$ cat src/hdl/tmr_pkg.sv
// Package for the tick timer with reload: command and register codes, item structs
// and the result struct of the shared wrap unit. Depends on nothing.
`default_nettype none
package tmr_pkg;

	typedef enum logic [1:0] {
		CMD_READ  = 2'd0,
		CMD_WRITE = 2'd1,
		CMD_TICK  = 2'd2,
		CMD_NONE  = 2'd3
	} tmr_cmd_t;

	typedef enum logic [2:0] {
		SEL_DIV  = 3'd0,
		SEL_TIMA = 3'd1,
		SEL_TMA  = 3'd2,
		SEL_TAC  = 3'd3,
		SEL_IF   = 3'd4
	} tmr_sel_t;

	localparam logic [7:0] TIMER_IRQ_MASK = 8'h04;
	localparam int unsigned CTRL_ENABLE_BIT = 2;
	localparam logic [7:0] UNMAPPED_READ = 8'hff;

	localparam int unsigned ACC_W = 17;
	localparam int unsigned STEPS_W = 13;
	localparam int unsigned PRESCALE_W = 10;

	typedef struct packed {
		logic [1:0]  command;
		logic [2:0]  reg_select;
		logic [7:0]  write_data;
		logic [15:0] tick_cycles;
	} tmr_in_t;

	typedef struct packed {
		logic [7:0] read_data;
		logic [7:0] irq_flags;
	} tmr_out_t;

	typedef struct packed {
		logic [STEPS_W-1:0] next_steps;
		logic [7:0]         next_counter;
		logic               wrapped;
		logic               last;
	} tmr_wrap_t;

endpackage
`default_nettype wire

$ cat src/hdl/tick_timer_with_reload_top.sv
// Top level of the tick timer with reload: timer registers, bus decode and sequencer.
// Depends on tmr_pkg and tmr_wrap_unit.
//
//   port      dir   kind       content
//   start     in    request    an item is taken when start is high and busy is low
//   req       in    item       tmr_in_t: command, reg_select, write_data, tick_cycles
//   busy      out   status     high while a tick works through counter wraps
//   done      out   strobe     one cycle, marks rsp
//   rsp       out   result     tmr_out_t: read_data, irq_flags
//
// A read, a write, a tick with counting off, or an enabled tick that causes no
// counter wrap gives its result on the cycle after it is taken.
// An enabled tick that causes counter wraps keeps busy high while the wrap unit
// works through them at one wrap per cycle; at most 4159 wraps are possible.
// Reset clears every register. The receiver cannot stall; done lasts one cycle.
`default_nettype none
module tick_timer_with_reload_top import tmr_pkg::*; (
	input  wire logic    clk,
	input  wire logic    arst_n,
	input  wire logic    start,
	input  wire tmr_in_t req,
	output logic         busy,
	output logic         done,
	output tmr_out_t     rsp
);

	typedef enum logic [1:0] {
		ST_IDLE = 2'b01,
		ST_RUN  = 2'b10
	} tmr_state_t;

	tmr_state_t state_q;
	logic [15:0]           div_q;
	logic [PRESCALE_W-1:0] accum_q;
	logic [7:0]            tima_q;
	logic [7:0]            tma_q;
	logic [7:0]            tac_q;
	logic [7:0]            irq_q;
	logic [STEPS_W-1:0]    steps_q;
	logic                  done_q;
	tmr_out_t              rsp_q;

	logic                  accept;
	logic [ACC_W-1:0]      acc_sum;
	logic [STEPS_W-1:0]    acc_steps;
	logic [PRESCALE_W-1:0] acc_rem;
	logic [7:0]            rd_data;
	logic [7:0]            irq_next;
	tmr_wrap_t             wrap;
	logic [STEPS_W-1:0]    unit_steps;

	assign accept = start && (state_q == ST_IDLE);
	assign busy = (state_q != ST_IDLE);
	assign done = done_q;
	assign rsp = rsp_q;

	assign acc_sum = {{(ACC_W-PRESCALE_W){1'b0}}, accum_q} + {1'b0, req.tick_cycles};

	always_comb begin
		case (tac_q[1:0])
			2'd0: begin
				acc_steps = STEPS_W'(acc_sum >> 10);
				acc_rem = acc_sum[9:0];
			end
			2'd1: begin
				acc_steps = STEPS_W'(acc_sum >> 4);
				acc_rem = {6'd0, acc_sum[3:0]};
			end
			2'd2: begin
				acc_steps = STEPS_W'(acc_sum >> 6);
				acc_rem = {4'd0, acc_sum[5:0]};
			end
			default: begin
				acc_steps = STEPS_W'(acc_sum >> 8);
				acc_rem = {2'd0, acc_sum[7:0]};
			end
		endcase
	end

	always_comb begin
		case (req.reg_select)
			SEL_DIV:  rd_data = div_q[15:8];
			SEL_TIMA: rd_data = tima_q;
			SEL_TMA:  rd_data = tma_q;
			SEL_TAC:  rd_data = tac_q;
			SEL_IF:   rd_data = irq_q;
			default:  rd_data = UNMAPPED_READ;
		endcase
	end

	always_comb begin
		irq_next = irq_q;
		if (req.command == CMD_WRITE && req.reg_select == SEL_IF) begin
			irq_next = req.write_data;
		end
	end

	assign unit_steps = (state_q == ST_RUN) ? steps_q : acc_steps;

	tmr_wrap_unit u_wrap (
		.steps   (unit_steps),
		.counter (tima_q),
		.reload  (tma_q),
		.res     (wrap)
	);

	always_ff @(posedge clk or negedge arst_n) begin
		if (!arst_n) begin
			state_q <= ST_IDLE;
			div_q <= '0;
			accum_q <= '0;
			tima_q <= '0;
			tma_q <= '0;
			tac_q <= '0;
			irq_q <= '0;
			steps_q <= '0;
			done_q <= 1'b0;
			rsp_q <= '0;
		end else begin
			done_q <= 1'b0;
			case (state_q)
				ST_IDLE: begin
					if (accept) begin
						case (req.command)
							CMD_READ: begin
								done_q <= 1'b1;
								rsp_q.read_data <= rd_data;
								rsp_q.irq_flags <= irq_q;
							end
							CMD_WRITE: begin
								done_q <= 1'b1;
								rsp_q.read_data <= '0;
								rsp_q.irq_flags <= irq_next;
								case (req.reg_select)
									SEL_DIV:  div_q <= '0;
									SEL_TIMA: tima_q <= req.write_data;
									SEL_TMA:  tma_q <= req.write_data;
									SEL_TAC:  tac_q <= req.write_data;
									SEL_IF:   irq_q <= req.write_data;
									default:  ;
								endcase
							end
							CMD_TICK: begin
								div_q <= div_q + req.tick_cycles;
								rsp_q.read_data <= '0;
								if (tac_q[CTRL_ENABLE_BIT]) begin
									accum_q <= acc_rem;
									tima_q <= wrap.next_counter;
									if (wrap.last) begin
										done_q <= 1'b1;
										rsp_q.irq_flags <= irq_q;
									end else begin
										irq_q <= irq_q | TIMER_IRQ_MASK;
										steps_q <= wrap.next_steps;
										state_q <= ST_RUN;
									end
								end else begin
									done_q <= 1'b1;
									rsp_q.irq_flags <= irq_q;
								end
							end
							default: begin
								done_q <= 1'b1;
								rsp_q.read_data <= '0;
								rsp_q.irq_flags <= irq_q;
							end
						endcase
					end
				end
				ST_RUN: begin
					tima_q <= wrap.next_counter;
					steps_q <= wrap.next_steps;
					if (wrap.last) begin
						done_q <= 1'b1;
						rsp_q.read_data <= '0;
						rsp_q.irq_flags <= irq_q;
						state_q <= ST_IDLE;
					end else begin
						irq_q <= irq_q | TIMER_IRQ_MASK;
					end
				end
				default: state_q <= ST_IDLE;
			endcase
		end
	end

	a_done_idle: assert property (@(posedge clk) disable iff (!arst_n)
		done |-> !busy)
		else $error("Result strobe while the sequencer is still running.");

	a_bus_one_cycle: assert property (@(posedge clk) disable iff (!arst_n)
		(accept && req.command != CMD_TICK) |=> done)
		else $error("A bus item did not finish in one cycle.");

	a_run_progress: assert property (@(posedge clk) disable iff (!arst_n)
		(state_q == ST_RUN && wrap.wrapped) |=> (steps_q < $past(steps_q)))
		else $error("Pending increments did not shrink after a wrap.");

	a_run_sets_irq: assert property (@(posedge clk) disable iff (!arst_n)
		(state_q == ST_RUN) |-> ((irq_q & TIMER_IRQ_MASK) == TIMER_IRQ_MASK))
		else $error("Wrap in progress without the timer interrupt flag.");

endmodule
`default_nettype wire

$ cat src/hdl/tmr_wrap_unit.sv
// Shared wrap unit: advances the counter by the pending increments up to the next wrap.
// Depends on tmr_pkg.
`default_nettype none
module tmr_wrap_unit import tmr_pkg::*; (
	input  wire logic [STEPS_W-1:0] steps,
	input  wire logic [7:0]         counter,
	input  wire logic [7:0]         reload,
	output tmr_wrap_t               res
);

	logic [8:0]         to_wrap;
	logic [STEPS_W-1:0] to_wrap_ext;

	assign to_wrap = 9'd256 - {1'b0, counter};
	assign to_wrap_ext = {{(STEPS_W-9){1'b0}}, to_wrap};

	always_comb begin
		res = '0;
		if (steps < to_wrap_ext) begin
			res.last = 1'b1;
			res.wrapped = 1'b0;
			res.next_steps = '0;
			res.next_counter = counter + steps[7:0];
		end else begin
			res.last = 1'b0;
			res.wrapped = 1'b1;
			res.next_steps = steps - to_wrap_ext;
			res.next_counter = reload;
		end
	end

endmodule
`default_nettype wire
$ cat config.mk
export PLATFORM = sky130hd
export DESIGN_NAME = tick_timer_with_reload_top
export DESIGN_NICKNAME = d
export VERILOG_FILES = /design/src/hdl/tmr_pkg.sv /design/src/hdl/tick_timer_with_reload_top.sv /design/src/hdl/tmr_wrap_unit.sv
export SDC_FILE = /design/constraint.sdc
export NUM_CORES = 1
export LEC_CHECK = 0
export BUFFER_PORTS_ARGS = -buffer_cell sky130_fd_sc_hd__buf_2
export CAP_MARGIN = 20
export CORE_MARGIN = 2
export CORE_UTILIZATION = 45
export DETAILED_ROUTE_END_ITERATION = 7
export GPL_TIMING_DRIVEN = 0
export PLACE_DENSITY = 0.6
export SLEW_MARGIN = 20
export SYNTH_ARGS = -nofsm -noshare
export SYNTH_HDL_FRONTEND = slang
export SYNTH_HIERARCHICAL = 1
export SYNTH_SLANG_ARGS = --single-unit
$ cat constraint.sdc
create_clock -name clk -period 5.7 [get_ports clk]
set_input_delay 0.57 -clock clk [delete_from_list [all_inputs] [get_ports clk]]
set_output_delay 0.57 -clock clk [all_outputs]
set_load 0.01 [all_outputs]
==> flow_summary.ini <==
[placement]
io_buffer_count = 47
pre_cts_ws_ns = -0.437
routabilityCongestion = 0.918
dp_hpwl_mm = 14.5
placed_cell_area_um2 = 7290

[sta]
setup_viol = 0
min_period_ns = 5.35
slew_viol_final = 0
worstMarginPinSlew_ns = 1.01
hold_violations = 0
maxSlewHeadroom_pct = 32.3
finalClockSkew_ns = 0.0168
fin_tns_setup_ns = 0
max_freq_mhz = 187
fin_ws_ns = 0.354
min_period_over_period_pct = 93.8

[route]
ant_nets = 0
routed_wl_mm = 18.7
routedWlPerCell_um = 18.6
post_drt_via_cell_ratio = 6.00
drt_iter0_drc = 388
drc_errors = 0
vias = 6049
drtPass1Iterations = 5

[grt]
antenna_found_initial = 0
first_global_vias = 5948
track_usage_pct = 23.9
grt_max_degree = 72
grt_pass1_wl_mm = 30.7
grt.overflow.total = 0

[finish]
syn_to_final_growth_pct = 13.0
fin_nets = 900
fillCellCount = 1386
final_common_cell = dfrtp_1
final_layout_size_suffix_gt1_share_pct = 16.2
layout_common_cells = 89 x dfrtp_1, 86 x nand2_1, 63 x nor2_1, 61 x o21ai_0, 52 x buf_2
final_cell_area_um2 = 7660
num_antenna_cells = 0

[pwr]
powerDensity_nw_per_um2 = 616
p_leak_uw = 0.00357
ir_worst_vdd_mv = 0.336

[critical_path]
cp_data_arrival_time_ns = 5.58
critPathMaxStageDelay_ns = 0.45
worstSetupEndpointType = register
start_kind = register
slowest_stage = o41ai_2
required_ns = 5.93
critical_path.cell_chain = ha_1, fa_1, a21oi_1, o22ai_1, o221ai_2, xnor2_1, and3_1, o41ai_2, ha_1, o2111ai_1, a31oi_1, a2111o_1, nor2b_2, buf_2, o21ai_0, a211o_1, clkbuf_1, nand2_1, o21ai_0
timing_worst_setup_path_type = register to register
cp_max_fo = 14

[outcome]
status = completed

[floorplan]
core_um2 = 14600
die_w_um = 127
start_util_pct = 46.3
ios = 50
dieArea_um2 = 16100
row_count = 44
die_y_um = 127

[yosys]
synth_area_um2 = 6780
yosys_warnings = 6
syn_avg_cell_area_um2 = 8.92
synthCells = 760
syn_nets = 840

[clock_tree]
numCtsBuffers = 9
htree_levels = 3
clock_latency_ns = 0.36
cts.sinks = 90
cts_hold_buf = 0
cts_root_buffer = clkbuf_16
clockBufferDepth = 2
postCtsSetupRepairBufs = 0
cts_tree = built
clkSlewWorstSetupHoldPaths_ns = 0.07

[hold_path]
hp-class = input port to asynchronous set/reset pin

[job]
drv_cap = 0
==> metrics by stage <==
stage          utilization (%)  hold slack (ns)  power [uW]  std cells
2_1_floorplan                -            0.274        3310        760
3_3_place_gp              49.5            0.463        3930        991
3_5_place_dp              49.8            0.429        4020        993
4_1_cts                   52.0           0.0483        4700       1009
5_1_grt                   52.3           0.0616        5150       1009
6_report                  52.3           0.0530        4720       1009
==> path summary, 6_finish.rpt <==
kind / startpoint / to / slack, ns / cells after the start
worst max-delay path: accum_q[0] / rsp[1] / 0.35 / 19
worst min-delay path: arst_n / accum_q[7] / 0.05 / 1
worst max register to register: accum_q[0] / rsp[1] / 0.35 / 19
worst min register to register: rsp[8] / rsp[8] / 0.48 / 2
max in group asynchronous: arst_n / state_q[0] / 4.99 / 2
min in group clk: rsp[8] / rsp[8] / 0.48 / 2
==> area by class of cell <==
cell class                 instances  area, um^2  share of cell area (%)
inverter                          29         109                    1.42
multi-input combinational        612        4360                    56.9
timing repair buffer              49         274                    3.58
tap                              184         230                    3.00
sequential                        90        2250                    29.4
clock buffer                      10         239                    3.12
clock inverter                     6        76.3                   0.996
buffer                            29         119                    1.55
==> layer usage <==
metal / wire (um) / up-vias / share of wire, % / track usage, %
met5: 0 / - / 0 / 0
met4: 360 / 0 / 1.9 / 7.11
met3: 776 / 25 / 4.1 / 3.29
met2: 8850 / 174 / 47 / 39.9
met1: 8740 / 2938 / 47 / 32.6
li1: - / 2912 / - / -
==> where the power goes <==
part / total [uW] / switching, uW / leakage (uW) / internal [uW]
sequential: 1130 / 224 / 0.00113 / 904
combinational: 2940 / 1650 / 0.00228 / 1290
clock: 651 / 289 / 0.000156 / 362
total: 4720 / 2170 / 0.00357 / 2550
==> worst max-delay path: cells and delay by family, from the launching register on <==
kind / cells / cell delay [ns]
xor+xnor: 1 / 0.18
flops: 1 / 0.38
simple gates: 3 / 0.48
compound gates: 10 / 2.66
buf+inv: 2 / 0.52
fa+ha+maj: 3 / 0.99
==> flip-flops by register name (all words and copies together), names as in the netlist <==
name / cells
accum_q: 10
div_q: 16
done: 1
irq_q: 8
rsp: 16
state_q: 2
steps_q: 13
tac_q: 8
tima_q: 8
tma_q: 8
==> timing repair <==
action | CTS | global route
resized for setup | 1 | 9
setup endpoints to repair | 8 | 17
pin swaps | 0 | 1
endpoints found under the hold margin | 0 | 0
Power figures use the tool's default switching activity.
